`src/rtl/core/wrs_pkg.sv`:
```
package wrs_pkg;

   // default sizing handed to the top level parameters
   localparam int MAX_ENTRIES_DEF = 16;
   localparam int WEIGHT_BITS_DEF = 16;

   // fixed port field widths
   localparam int CMD_W    = 2;
   localparam int WIN_W    = 16;
   localparam int IDX_W    = 4;
   localparam int RAND_W   = 16;
   localparam int STATUS_W = 2;
   localparam int TOTAL_W  = 20;
   localparam int COUNT_W  = 5;

   // command codes
   localparam logic [CMD_W-1:0] CMD_CLEAR   = 2'd0;
   localparam logic [CMD_W-1:0] CMD_APPEND  = 2'd1;
   localparam logic [CMD_W-1:0] CMD_REPLACE = 2'd2;
   localparam logic [CMD_W-1:0] CMD_SELECT  = 2'd3;

   // result status codes
   localparam logic [STATUS_W-1:0] STAT_OK        = 2'd0;
   localparam logic [STATUS_W-1:0] STAT_FULL      = 2'd1;
   localparam logic [STATUS_W-1:0] STAT_BAD_INDEX = 2'd2;

   // controller to datapath commands
   typedef struct packed {
      logic                latch;      // capture the request beat
      logic                clear;      // empty the table
      logic                append;     // store weight at the end
      logic                rd_index;   // read old weight at entry index
      logic                replace;    // write new weight, adjust total
      logic                sel_start;  // scale draw, read first entry
      logic                walk_step;  // accumulate, read next entry
      logic                finish;     // launch the result beat
      logic                hit;        // result carries a chosen entry
      logic [STATUS_W-1:0] status;
   } wrs_cmd_type;

   // datapath to controller status
   typedef struct packed {
      logic [CMD_W-1:0] cmd;
      logic             full;
      logic             idx_ok;
      logic             sel_ok;
      logic             walk_done;
   } wrs_stat_type;

endpackage

```
`src/rtl/core/wrs_ram.sv`:
```
module wrs_ram #(
   parameter int WIDTH = 16,
   parameter int DEPTH = 16
) (
   input  logic                                            clock,
   input  logic                                            wr_en,
   input  logic [((DEPTH > 1) ? $clog2(DEPTH) : 1)-1:0]    wr_addr,
   input  logic [WIDTH-1:0]                                wr_data,
   input  logic                                            rd_en,
   input  logic [((DEPTH > 1) ? $clog2(DEPTH) : 1)-1:0]    rd_addr,
   output logic [WIDTH-1:0]                                rd_data
);

   logic [WIDTH-1:0] mem [DEPTH];
   logic [WIDTH-1:0] rd_data_ff;

   // one write port, one registered read port
   always_ff @(posedge clock) begin
      if (wr_en) begin
         mem[wr_addr] <= wr_data;
      end
      if (rd_en) begin
         rd_data_ff <= mem[rd_addr];
      end
   end

   assign rd_data = rd_data_ff;

endmodule

```
`src/rtl/core/wrs_ctrl.sv`:
```
module wrs_ctrl (
   input  logic                  clock,
   input  logic                  reset,
   input  logic                  start,
   output logic                  busy,
   input  wrs_pkg::wrs_stat_type stat,
   output wrs_pkg::wrs_cmd_type  cmd
);
   import wrs_pkg::*;

   localparam logic [1:0] ST_IDLE = 2'd0;
   localparam logic [1:0] ST_EXEC = 2'd1;
   localparam logic [1:0] ST_REPL = 2'd2;
   localparam logic [1:0] ST_WALK = 2'd3;

   logic [1:0] state_ff;
   logic [1:0] state_in;

   // next state and command decode
   always_comb begin
      state_in = state_ff;
      cmd      = '0;
      case (state_ff)
         ST_IDLE: begin
            if (start) begin
               cmd.latch = 1'b1;
               state_in  = ST_EXEC;
            end
         end
         ST_EXEC: begin
            case (stat.cmd)
               CMD_CLEAR: begin
                  cmd.clear  = 1'b1;
                  cmd.finish = 1'b1;
                  cmd.status = STAT_OK;
                  state_in   = ST_IDLE;
               end
               CMD_APPEND: begin
                  cmd.finish = 1'b1;
                  state_in   = ST_IDLE;
                  if (stat.full) begin
                     cmd.status = STAT_FULL;
                  end else begin
                     cmd.append = 1'b1;
                     cmd.status = STAT_OK;
                  end
               end
               CMD_REPLACE: begin
                  if (stat.idx_ok) begin
                     cmd.rd_index = 1'b1;
                     state_in     = ST_REPL;
                  end else begin
                     cmd.finish = 1'b1;
                     cmd.status = STAT_BAD_INDEX;
                     state_in   = ST_IDLE;
                  end
               end
               default: begin
                  if (stat.sel_ok) begin
                     cmd.sel_start = 1'b1;
                     state_in      = ST_WALK;
                  end else begin
                     cmd.finish = 1'b1;
                     cmd.status = STAT_OK;
                     state_in   = ST_IDLE;
                  end
               end
            endcase
         end
         ST_REPL: begin
            cmd.replace = 1'b1;
            cmd.finish  = 1'b1;
            cmd.status  = STAT_OK;
            state_in    = ST_IDLE;
         end
         ST_WALK: begin
            if (stat.walk_done) begin
               cmd.finish = 1'b1;
               cmd.hit    = 1'b1;
               cmd.status = STAT_OK;
               state_in   = ST_IDLE;
            end else begin
               cmd.walk_step = 1'b1;
            end
         end
         default: begin
            state_in = ST_IDLE;
         end
      endcase
   end

   always_ff @(posedge clock) begin
      if (reset) begin
         state_ff <= ST_IDLE;
      end else begin
         state_ff <= state_in;
      end
   end

   assign busy = (state_ff != ST_IDLE);

endmodule

```
`src/rtl/core/wrs_dp.sv`:
```
module wrs_dp #(
   parameter int MAX_ENTRIES = wrs_pkg::MAX_ENTRIES_DEF,
   parameter int WEIGHT_BITS = wrs_pkg::WEIGHT_BITS_DEF
) (
   input  logic                            clock,
   input  logic                            reset,
   input  wrs_pkg::wrs_cmd_type            cmd,
   output wrs_pkg::wrs_stat_type           stat,
   input  logic [wrs_pkg::CMD_W-1:0]       req_command,
   input  logic [wrs_pkg::WIN_W-1:0]       req_weight,
   input  logic [wrs_pkg::IDX_W-1:0]       req_entry_index,
   input  logic [wrs_pkg::RAND_W-1:0]      req_random_fraction,
   output logic                            rsp_valid,
   output logic [wrs_pkg::STATUS_W-1:0]    rsp_status,
   output logic                            rsp_found,
   output logic [wrs_pkg::IDX_W-1:0]       rsp_chosen_index,
   output logic [wrs_pkg::TOTAL_W-1:0]     rsp_total_weight,
   output logic [wrs_pkg::COUNT_W-1:0]     rsp_entry_count
);
   import wrs_pkg::*;

   localparam int CW = $clog2(MAX_ENTRIES + 1);
   localparam int AW = (MAX_ENTRIES > 1) ? $clog2(MAX_ENTRIES) : 1;
   localparam int SW = WEIGHT_BITS + CW;
   localparam int PW = RAND_W + SW;

   // captured request
   logic [CMD_W-1:0]       cmd_ff;
   logic [WEIGHT_BITS-1:0] w_ff;
   logic [IDX_W-1:0]       idx_ff;
   logic [RAND_W-1:0]      r_ff;

   // table bookkeeping and walk state
   logic [CW-1:0]          count_ff;
   logic [CW-1:0]          count_in;
   logic [SW-1:0]          sum_ff;
   logic [SW-1:0]          sum_in;
   logic [SW-1:0]          alpha_ff;
   logic [SW-1:0]          prefix_ff;
   logic [CW-1:0]          ck_ff;

   // result beat
   logic                   valid_ff;
   logic [STATUS_W-1:0]    status_ff;
   logic                   found_ff;
   logic [CW-1:0]          chosen_ff;

   logic [WEIGHT_BITS+WIN_W-1:0] w_ext;
   logic [AW+IDX_W-1:0]          idx_ext;
   logic [AW-1:0]                idx_addr;
   logic [CW-1:0]                ck_next;
   logic [PW-1:0]                product;
   logic [SW-1:0]                rd_weight;
   logic [SW-1:0]                prefix_next;
   logic [WEIGHT_BITS-1:0]       ram_rdata;
   logic                         ram_we;
   logic [AW-1:0]                ram_waddr;
   logic                         ram_re;
   logic [AW-1:0]                ram_raddr;
   logic [SW+TOTAL_W-1:0]        sum_ext;
   logic [CW+COUNT_W-1:0]        count_ext;
   logic [CW+IDX_W-1:0]          chosen_ext;

   assign w_ext    = (WEIGHT_BITS + WIN_W)'(req_weight);
   assign idx_ext  = (AW + IDX_W)'(idx_ff);
   assign idx_addr = idx_ext[AW-1:0];
   assign ck_next  = ck_ff + CW'(1);

   // status toward the controller
   assign stat.cmd       = cmd_ff;
   assign stat.full      = (count_ff == CW'(MAX_ENTRIES));
   assign stat.idx_ok    = (32'(idx_ff) < 32'(count_ff));
   assign stat.sel_ok    = (count_ff != '0) && (sum_ff != '0);
   assign stat.walk_done = (prefix_next > alpha_ff) || (ck_next == count_ff);

   // weight table ports
   always_comb begin
      ram_we    = cmd.append || cmd.replace;
      ram_waddr = cmd.append ? count_ff[AW-1:0] : idx_addr;
      ram_re    = cmd.sel_start || cmd.rd_index || cmd.walk_step;
      if (cmd.rd_index) begin
         ram_raddr = idx_addr;
      end else if (cmd.walk_step) begin
         ram_raddr = ck_next[AW-1:0];
      end else begin
         ram_raddr = '0;
      end
   end

   wrs_ram #(
      .WIDTH(WEIGHT_BITS),
      .DEPTH(MAX_ENTRIES)
   ) u_table (
      .clock   (clock),
      .wr_en   (ram_we),
      .wr_addr (ram_waddr),
      .wr_data (w_ff),
      .rd_en   (ram_re),
      .rd_addr (ram_raddr),
      .rd_data (ram_rdata)
   );

   assign rd_weight   = SW'(ram_rdata);
   assign prefix_next = prefix_ff + rd_weight;

   // draw scaled by the total
   assign product = PW'(r_ff) * PW'(sum_ff);

   // count and total update
   always_comb begin
      count_in = count_ff;
      sum_in   = sum_ff;
      if (cmd.clear) begin
         count_in = '0;
         sum_in   = '0;
      end else if (cmd.append) begin
         count_in = count_ff + CW'(1);
         sum_in   = sum_ff + SW'(w_ff);
      end else if (cmd.replace) begin
         sum_in   = sum_ff - rd_weight + SW'(w_ff);
      end
   end

   always_ff @(posedge clock) begin
      if (reset) begin
         count_ff <= '0;
         sum_ff   <= '0;
         valid_ff <= 1'b0;
      end else begin
         count_ff <= count_in;
         sum_ff   <= sum_in;
         valid_ff <= cmd.finish;
      end
   end

   // request capture, walk registers and result payload
   always_ff @(posedge clock) begin
      if (cmd.latch) begin
         cmd_ff <= req_command;
         w_ff   <= w_ext[WEIGHT_BITS-1:0];
         idx_ff <= req_entry_index;
         r_ff   <= req_random_fraction;
      end
      if (cmd.sel_start) begin
         alpha_ff  <= product[PW-1:RAND_W];
         prefix_ff <= '0;
         ck_ff     <= '0;
      end else if (cmd.walk_step) begin
         prefix_ff <= prefix_next;
         ck_ff     <= ck_next;
      end
      if (cmd.finish) begin
         status_ff <= cmd.status;
         found_ff  <= cmd.hit;
         chosen_ff <= cmd.hit ? ck_ff : '0;
      end
   end

   // result ports
   assign sum_ext    = (SW + TOTAL_W)'(sum_ff);
   assign count_ext  = (CW + COUNT_W)'(count_ff);
   assign chosen_ext = (CW + IDX_W)'(chosen_ff);

   assign rsp_valid        = valid_ff;
   assign rsp_status       = status_ff;
   assign rsp_found        = found_ff;
   assign rsp_chosen_index = chosen_ext[IDX_W-1:0];
   assign rsp_total_weight = sum_ext[TOTAL_W-1:0];
   assign rsp_entry_count  = count_ext[COUNT_W-1:0];

   // checks
   a_count_bound: assert property (@(posedge clock) disable iff (reset)
      32'(count_ff) <= MAX_ENTRIES)
      else $error("entry count above table depth");

   a_hit_in_table: assert property (@(posedge clock) disable iff (reset)
      valid_ff && found_ff |-> (status_ff == STAT_OK) && (chosen_ff < count_ff))
      else $error("chosen entry outside stored entries");

   a_single_beat: assert property (@(posedge clock) disable iff (reset)
      valid_ff |=> !valid_ff)
      else $error("result beat held longer than one cycle");

   a_walk_total: assert property (@(posedge clock) disable iff (reset)
      cmd.walk_step |-> (prefix_next <= sum_ff))
      else $error("prefix sum exceeded total during walk");

endmodule

```
`src/rtl/core/weighted_random_selector_unit.sv`:
```
// channel   ports                                     handshake
// request   req_command req_weight req_entry_index    start high, busy low
//           req_random_fraction
// result    rsp_status rsp_found rsp_chosen_index     rsp_valid, one cycle
//           rsp_total_weight rsp_entry_count
//
// clear and append: request latched, then executed and the result strobe set
// replace: old weight read from the table ram, then the new one written back
// select: walk goes over the entries up to the chosen one (at most
//   the stored count); one table ram read and one add/compare per entry
// reset: synchronous, empties the table; the weight ram itself is not cleared
// results cannot be stalled; a new beat is taken in the cycle a result shows
module weighted_random_selector_unit #(
   parameter int MAX_ENTRIES = wrs_pkg::MAX_ENTRIES_DEF,
   parameter int WEIGHT_BITS = wrs_pkg::WEIGHT_BITS_DEF
) (
   input  logic                            clock,
   input  logic                            reset,
   input  logic                            start,
   output logic                            busy,
   input  logic [wrs_pkg::CMD_W-1:0]       req_command,
   input  logic [wrs_pkg::WIN_W-1:0]       req_weight,
   input  logic [wrs_pkg::IDX_W-1:0]       req_entry_index,
   input  logic [wrs_pkg::RAND_W-1:0]      req_random_fraction,
   output logic                            rsp_valid,
   output logic [wrs_pkg::STATUS_W-1:0]    rsp_status,
   output logic                            rsp_found,
   output logic [wrs_pkg::IDX_W-1:0]       rsp_chosen_index,
   output logic [wrs_pkg::TOTAL_W-1:0]     rsp_total_weight,
   output logic [wrs_pkg::COUNT_W-1:0]     rsp_entry_count
);
   import wrs_pkg::*;

   wrs_cmd_type  cmd;
   wrs_stat_type stat;

   // sequencer
   wrs_ctrl u_ctrl (
      .clock (clock),
      .reset (reset),
      .start (start),
      .busy  (busy),
      .stat  (stat),
      .cmd   (cmd)
   );

   // table, totals and select walk
   wrs_dp #(
      .MAX_ENTRIES(MAX_ENTRIES),
      .WEIGHT_BITS(WEIGHT_BITS)
   ) u_dp (
      .clock               (clock),
      .reset               (reset),
      .cmd                 (cmd),
      .stat                (stat),
      .req_command         (req_command),
      .req_weight          (req_weight),
      .req_entry_index     (req_entry_index),
      .req_random_fraction (req_random_fraction),
      .rsp_valid           (rsp_valid),
      .rsp_status          (rsp_status),
      .rsp_found           (rsp_found),
      .rsp_chosen_index    (rsp_chosen_index),
      .rsp_total_weight    (rsp_total_weight),
      .rsp_entry_count     (rsp_entry_count)
   );

endmodule

```
`config.mk`:
```
export PLATFORM = sky130hd
export DESIGN_NAME = weighted_random_selector_unit
export DESIGN_NICKNAME = d
export VERILOG_FILES = /design/src/rtl/core/wrs_pkg.sv /design/src/rtl/core/wrs_ram.sv /design/src/rtl/core/wrs_ctrl.sv /design/src/rtl/core/wrs_dp.sv /design/src/rtl/core/weighted_random_selector_unit.sv
export SDC_FILE = /design/constraint.sdc
export NUM_CORES = 1
export LEC_CHECK = 0
export ABC_AREA = 0
export BUFFER_PORTS_ARGS = -buffer_cell sky130_fd_sc_hd__buf_4
export CORE_MARGIN = 8
export CORE_UTILIZATION = 60
export CTS_BUF_LIST = sky130_fd_sc_hd__clkbuf_4 sky130_fd_sc_hd__clkbuf_8 sky130_fd_sc_hd__clkbuf_16
export CTS_CLUSTER_SIZE = 10
export DETAILED_ROUTE_END_ITERATION = 8
export PLACE_DENSITY = 0.85
export SLEW_MARGIN = 0
export SYNTH_ARGS = -nofsm -noshare
export SYNTH_HDL_FRONTEND = slang
export SYNTH_HIERARCHICAL = 1
export SYNTH_SLANG_ARGS = --single-unit
```
`constraint.sdc`:
```
create_clock -name clock -period 10.1 [get_ports clock]
set_input_delay 0.505 -clock clock [delete_from_list [all_inputs] [get_ports clock]]
set_output_delay 0.505 -clock clock [all_outputs]
set_load 0.01 [all_outputs]
```
* Yosys cells after proc, flatten, opt, wreduce, memory -nomap -nowiden *
Memories as Yosys holds them, arrays and structs flattened. A register that Yosys moved wholly into a read port is not among the register bits.
Index checks and enable logic that the tools add are counted.

cells by class
  add/sub/neg operators = 6
  equality and inequality tests = 9
  multiply operators = 1
  multiplexer cells = 37
  reductions and logical operators = 15
  $lt $le $gt $ge = 2

operator list
  operator             number
  $add 21x16->21       3
  $mux 21              2
  $mul 16x21->37       1
  $gt 21x21->1         1
  $reduce_bool 21->1   1
  $sub 21x16->21       1
  $mux 1               19
  $mux 4               4
  $pmux 2 s2           3
  $add 5x1->5 const B  2
  $mux 2               5
  $pmux 2 s4           1
  $eq 2x2->1 const B   3
  $eq 5x5->1           1
  $eq 5x5->1 const B   1
  $lt 4x5->1           1
  $reduce_bool 5->1    1
  $eq 2x1->1 const B   2
  $logic_not 2->1      2
  $logic_or 1x1->1     4
  $ne 2x2->1 const B   2
  $reduce_bool 2->1    2
  $reduce_or 2->1      2
  $mux 3               1
  5 further kinds      5

storage, ports and cells
  bits of input ports = 41
  output and inout bits = 34
  register bits after elaboration = 121
  word-level logic and storage cells = 85
  memory bits (writable) = 256
  memories kept = 1

memory list
  memory            words  width  read ports  clocked after memory_dff  wr ports  line           RTL
  u_dp.u_table.mem  16     16     1           1                         1         wrs_ram.sv:14  logic [WIDTH-1:0] mem [DEPTH];

* Logic depth before layout (Yosys ltp) *
  depth after elaboration = 7
  depth in mapped cells = 26
  depth with buffers taken out = 22

* Modules after synthesis *
Netlist, hierarchy kept.

by module, submodules not included
  module    instances  cells an instance  area each (um^2)  seq. area each (um^2)
  wrs_dp    1          2117               18899.4           3042.9
  wrs_ram   1          432                10202.3           8167.8
  wrs_ctrl  1          33                 247.7             40.0

* Least setup slack after synthesis *
Ideal clock, no wire load.

  path kind = flip-flop to flip-flop
  start = register u_dp.sum_ff[16]
  end = register u_dp.alpha_ff[18] (data pin)
  cell stages (with the launch flop) = 22
  arrival = 6.189 ns
  required time = 9.970 ns
  clock period less this slack = 6.319 ns
  setup slack = 3.781 ns
  path buffers = 2
  setup time = 0.130 ns
  path through = dfxtp_1 > clkbuf_1 > clkbuf_1 > nand2_1 > fa_1 > fa_1 > fa_1 > inv_1 > fa_1 > fa_1 > inv_1 > fa_1 > inv_1 > ha_1 > a21oi_1 > o211ai_1 > a211o_1 > nand4b_1 > a21boi_0 > o21ai_0 > nor4b_1 > a211o_1

on the way
  longest elaborated chain between the ends = 1

ends and longest elaborated chain
  item                        line           RTL
  start: declaration          wrs_dp.sv:36   logic [SW-1:0] sum_ff;
  start signal: assignment    wrs_dp.sv:131  sum_ff <= sum_in;
  $mul 16x21->37              wrs_dp.sv:107  assign product = PW'(r_ff) * PW'(sum_ff);
  named net u_dp.product[34]  wrs_dp.sv:52   logic [PW-1:0] product;
  end signal: assignment      wrs_dp.sv:145  alpha_ff <= product[PW-1:RAND_W];
  end: declaration            wrs_dp.sv:38   logic [SW-1:0] alpha_ff;

The timed path passes the listed nets, and every way through them passes these cells.
A chain may end at the register's enable or synchronous reset.

==> flow_summary.toml <==
[status]
run_status = "complete, no violations"

[timing]
post_layout_minimum_cycle_time_ns = 7.59
post-route-period-util_pct = 75.2
timing.final.max_slew_violations = 0
maxClockFrequency_ghz = 0.132
final_hold_viol_count = 0
setup_tns_ns = 0
setup_slack_ns = 2.51
max_slew.worst_pin.slew_ns = 1.22
worst_clock_skew_ns = 0.0408
slew-limit-headroom_pct = 18.1
rsz0062_at_grt = "no"
hold-worst-slack_ns = 0.0720
setup-violations-final = 0

[power]
vdd.ir_drop.worst_mv = 0.186
p_switching_uw = 1070
share_clk_of_total_power_pct = 40.5
cell_pwr_density_nw_per_um2 = 125
post-layout-total-power_uw = 4000
p_int_uw = 2930
switching_share_pct = 26.8
seq_power_share_pct = 46.6
cellLeakagePower_uw = 0.0135
share_comb_of_total_power_pct = 12.9

[global_routing]
grt_usage_pct = 27.8
grt_start_max_net_pins = 65
grt_pass1_wl_um = 122000
grt_antenna_before_repair = 1
number_of_global_route_vias_before_repair = 22300
sum_of_overflow_across_all_layers_after_global_routing = 0

[route]
routedWlPerCell_um = 23.9
post_drt_via_cell_ratio = 6.30
drc_errors = 0
detail_route.wirelength_um = 77700
antenna_violating_nets_post_route = 0
vias = 20500
topRoutingLayerUsed = "met5"
drt_iter0_drc = 1911
firstDrtPassIters = 5
detailroute.wirelength.met3_um = 7670
m1WireLength_um = 26300
wl_met2_um = 38600

[placement]
port_buffers = 74
globalplace.congestion = 0.909
detailedPlacementHpwl_um = 51500
dpl_worst_slack_ns = 2.62

[clock_network]
cts_post_setup_buffers_inserted = 0
cts_root_buffer = "sky130_fd_sc_hd__clkbuf_16"
numCtsBuffers = 48
cts_max_level = 2
cts_hold_buf = 0
clkSinkCount = 393
clk_pin_slew_worst_paths_ns = 0.06
cts.path.max_buffers = 3
clk-insertion-delay-late_ns = 0.61
ctsResizeCount = 0
cts_tree = "yes"

[logic_synthesis]
syn_avg_cell_area_sq_um = 11.4
synth.ff_latch_count = 393
synth_enable_flop_cells = 338
postSynth.topFlopCell = "sky130_fd_sc_hd__edfxtp_1"
synth.top_cells.by_count = "sky130_fd_sc_hd__inv_1 (416), sky130_fd_sc_hd__edfxtp_1 (338), sky130_fd_sc_hd__nand2_1 (283), sky130_fd_sc_hd__fa_1 (281), sky130_fd_sc_hd__ha_1 (196)"
synthArstFlopShare_pct = 0
dominant_cell_type_by_area_after_synthesis = "sky130_fd_sc_hd__edfxtp_1"
netlist_area_sq_um = 29300
synthCells = 2582
synth_cell_type_count = 77
yosys-top-cells-area = "sky130_fd_sc_hd__edfxtp_1 (35%), sky130_fd_sc_hd__fa_1 (19%), sky130_fd_sc_hd__ha_1 (8.4%)"
yosysMostFrequentCell = "sky130_fd_sc_hd__inv_1"
synth.yosys.warnings = 6
synth_top_area_share_pct = 34.6
synthesis.nets = 3100
ys_seq_area_share_pct = 38.3

[worst_setup_path]
path_buf_inv = 2
cp-start-kind = "flop"
worst_path_fanout_max = 32
cp_top_family = "compound AO/OA/AOI/OAI gates"
timing.critical_path.required_ns = 10.42
end_kind = "flop"
timing.critical_path.arrival_ns = 7.91
crit_slowest_cell = "sky130_fd_sc_hd__o21ai_4"
timing_worst_setup_path_type = "flop to flop"
r2r.worst_path.cells = 24
path_length_in_cells_of_the_critical_path = 24
timing.critical_path.cells = "ha_1, fa_1, a211oi_1, o21ai_0, a32oi_1, o21a_1, o21ai_0, a21oi_1, nor2_1, xor2_1, ha_1, nand4_1, or2_2, nor3_1, nand2_1, o2bb2ai_1, and3b_1, buf_4, nand2b_1, o21ai_4, buf_4, mux4_1, a22oi_1, nand2_1"
max_stage_delay_ns = 0.96

[die]
num_io_pins = 75
die_area_sq_um = 56200
floorplan.rows = 81
die_x_um = 237
placeableCoreArea_sq_um = 48600
start_util_pct = 60.3
floorplan.die.height_um = 237

[layout]
antennaDiodeCount = 0
fillerInstances = 3404
multi_input_area_sq_um = 16000
finalNetCount = 3127
areaGrowthSynthToFinish_pct = 8.59
register_area_sq_um = 11300
layout-drive-gt1-share_pct = 10.3
postLayoutCoreUtil_pct = 65.5

[run]
max-cap-violations = 0

[worst_hold_path]
timing.hold.worst.class = "input pin to flop"
min_path_cells = 1
==> through the flow <==
step | instance area (sq um) | std cells
after global placement | 30400 | 3181
after floorplan | 29300 | 2582
final | 31900 | 3252
after CTS | 31900 | 3252
after detailed placement | 30400 | 3181
after global routing | 31900 | 3252
==> worst reg2reg max path: stages, from the launching register on <==
cell and delay [ns]:
sky130_fd_sc_hd__edfxtp_1 0.40, sky130_fd_sc_hd__ha_1 0.24, sky130_fd_sc_hd__fa_1 0.43, sky130_fd_sc_hd__a211oi_1 0.30, sky130_fd_sc_hd__o21ai_0 0.17, sky130_fd_sc_hd__a32oi_1 0.32
sky130_fd_sc_hd__o21a_1 0.24, sky130_fd_sc_hd__o21ai_0 0.13, sky130_fd_sc_hd__a21oi_1 0.33, sky130_fd_sc_hd__nor2_1 0.11, sky130_fd_sc_hd__xor2_1 0.16, sky130_fd_sc_hd__ha_1 0.30
sky130_fd_sc_hd__nand4_1 0.11, sky130_fd_sc_hd__or2_2 0.33, sky130_fd_sc_hd__nor3_1 0.21, sky130_fd_sc_hd__nand2_1 0.09, sky130_fd_sc_hd__o2bb2ai_1 0.14, sky130_fd_sc_hd__and3b_1 0.21
sky130_fd_sc_hd__buf_4 0.37, sky130_fd_sc_hd__nand2b_1 0.20, sky130_fd_sc_hd__o21ai_4 0.96, sky130_fd_sc_hd__buf_4 0.56, sky130_fd_sc_hd__mux4_1 0.61, sky130_fd_sc_hd__a22oi_1 0.28
sky130_fd_sc_hd__nand2_1 0.11
==> power by group through the flow <==
stage | Combinational, uW | Clock (uW) | Sequential (uW)
floorplan | 375 | 0 | 1850
global placement | 480 | 0 | 1890
detailed placement | 499 | 0 | 1890
CTS | 509 | 1630 | 1860
global route | 575 | 1690 | 1860
finish | 516 | 1620 | 1860
==> routing by layer <==
metal / GRT usage, % / vias up
met5: 0 / -
met4: 17.4 / 2
met3: 6.43 / 390
met2: 47.5 / 1278
met1: 31.4 / 10100
li1: - / 8682
==> state kept, by name, summed over array words and instances (netlist names), 2 cells and up <==
register,flops
u_dp/alpha_ff,21
u_dp/prefix_ff,21
u_dp/chosen_ff,4
u_dp/ck_ff,5
u_dp/idx_addr,4
u_dp/rsp_entry_count,5
u_dp/cmd_ff,2
u_ctrl/state_ff,2
u_dp/u_table/mem,256
u_dp/w_ff,16
u_dp/rsp_status,2
u_dp/u_table/rd_data,16
u_dp/sum_ff,21
u_dp/r_ff,16
==> kinds of logic (layout without fill, tap and decap cells) <==
family	after synthesis	count (layout)	synth area share [%]
AND/OR/NAND/NOR	677	677	11.2
buffers and inverters	552	600	7.47
adder cells (fa/ha/maj)	477	477	27.5
flip-flops	393	393	38.3
AO/OA/AOI/OAI	309	309	7.04
multiplexers	96	96	6.16
XOR/XNOR	78	78	2.33
==> cell type report <==
| type | instances | area share (%) |
|---|---|---|
| Timing Repair Buffer | 113 | 2.66 |
| Multi-Input combinational cell | 1637 | 50.1 |
| Clock buffer | 61 | 4.17 |
| Clock inverter | 10 | 0.404 |
| Sequential cell | 393 | 35.3 |
| Tap cell | 622 | 2.44 |
| Inverter | 416 | 4.90 |
==> cell usage in the layout, fill, tap and decap left out, types with 11 or more instances in the layout <==
master	netlist	final
sky130_fd_sc_hd__a211oi_1	17	17
sky130_fd_sc_hd__a21o_1	35	35
sky130_fd_sc_hd__a21oi_1	73	73
sky130_fd_sc_hd__a22oi_1	33	33
sky130_fd_sc_hd__a31oi_1	18	18
sky130_fd_sc_hd__and2_1	144	144
sky130_fd_sc_hd__and3_1	12	11
sky130_fd_sc_hd__buf_4	23	113
sky130_fd_sc_hd__clkbuf_16	0	49
sky130_fd_sc_hd__dfxtp_1	55	55
sky130_fd_sc_hd__edfxtp_1	338	338
sky130_fd_sc_hd__fa_1	281	281
sky130_fd_sc_hd__ha_1	196	196
sky130_fd_sc_hd__inv_1	416	415
sky130_fd_sc_hd__mux2i_1	26	26
sky130_fd_sc_hd__mux4_2	54	54
sky130_fd_sc_hd__nand2_1	283	283
sky130_fd_sc_hd__nand2b_1	20	20
sky130_fd_sc_hd__nand3_1	19	19
sky130_fd_sc_hd__nand4_1	21	21
sky130_fd_sc_hd__nor2_1	100	98
sky130_fd_sc_hd__nor2b_1	14	11
sky130_fd_sc_hd__nor3_1	26	22
sky130_fd_sc_hd__o21a_1	13	13
sky130_fd_sc_hd__o21ai_0	50	48
sky130_fd_sc_hd__xnor2_1	48	48
sky130_fd_sc_hd__xor2_1	30	30
==> worst paths after layout <==
check             slack, ns                                end                         startpoint
hold reg to reg        0.51     u_dp/prefix_ff[4]$_SDFFE_PP0P_     u_dp/prefix_ff[4]$_SDFFE_PP0P_
hold / removal         0.07             u_dp/w_ff[1]$_DFFE_PP_                      req_weight[1]
setup reg to reg       2.51  u_dp/u_table/rd_data[1]$_DFFE_PP_  u_dp/u_table/rd_data[0]$_DFFE_PP_
setup / recovery       2.51  u_dp/u_table/rd_data[1]$_DFFE_PP_  u_dp/u_table/rd_data[0]$_DFFE_PP_
Note: power is estimated with default switching activity, not from simulation.
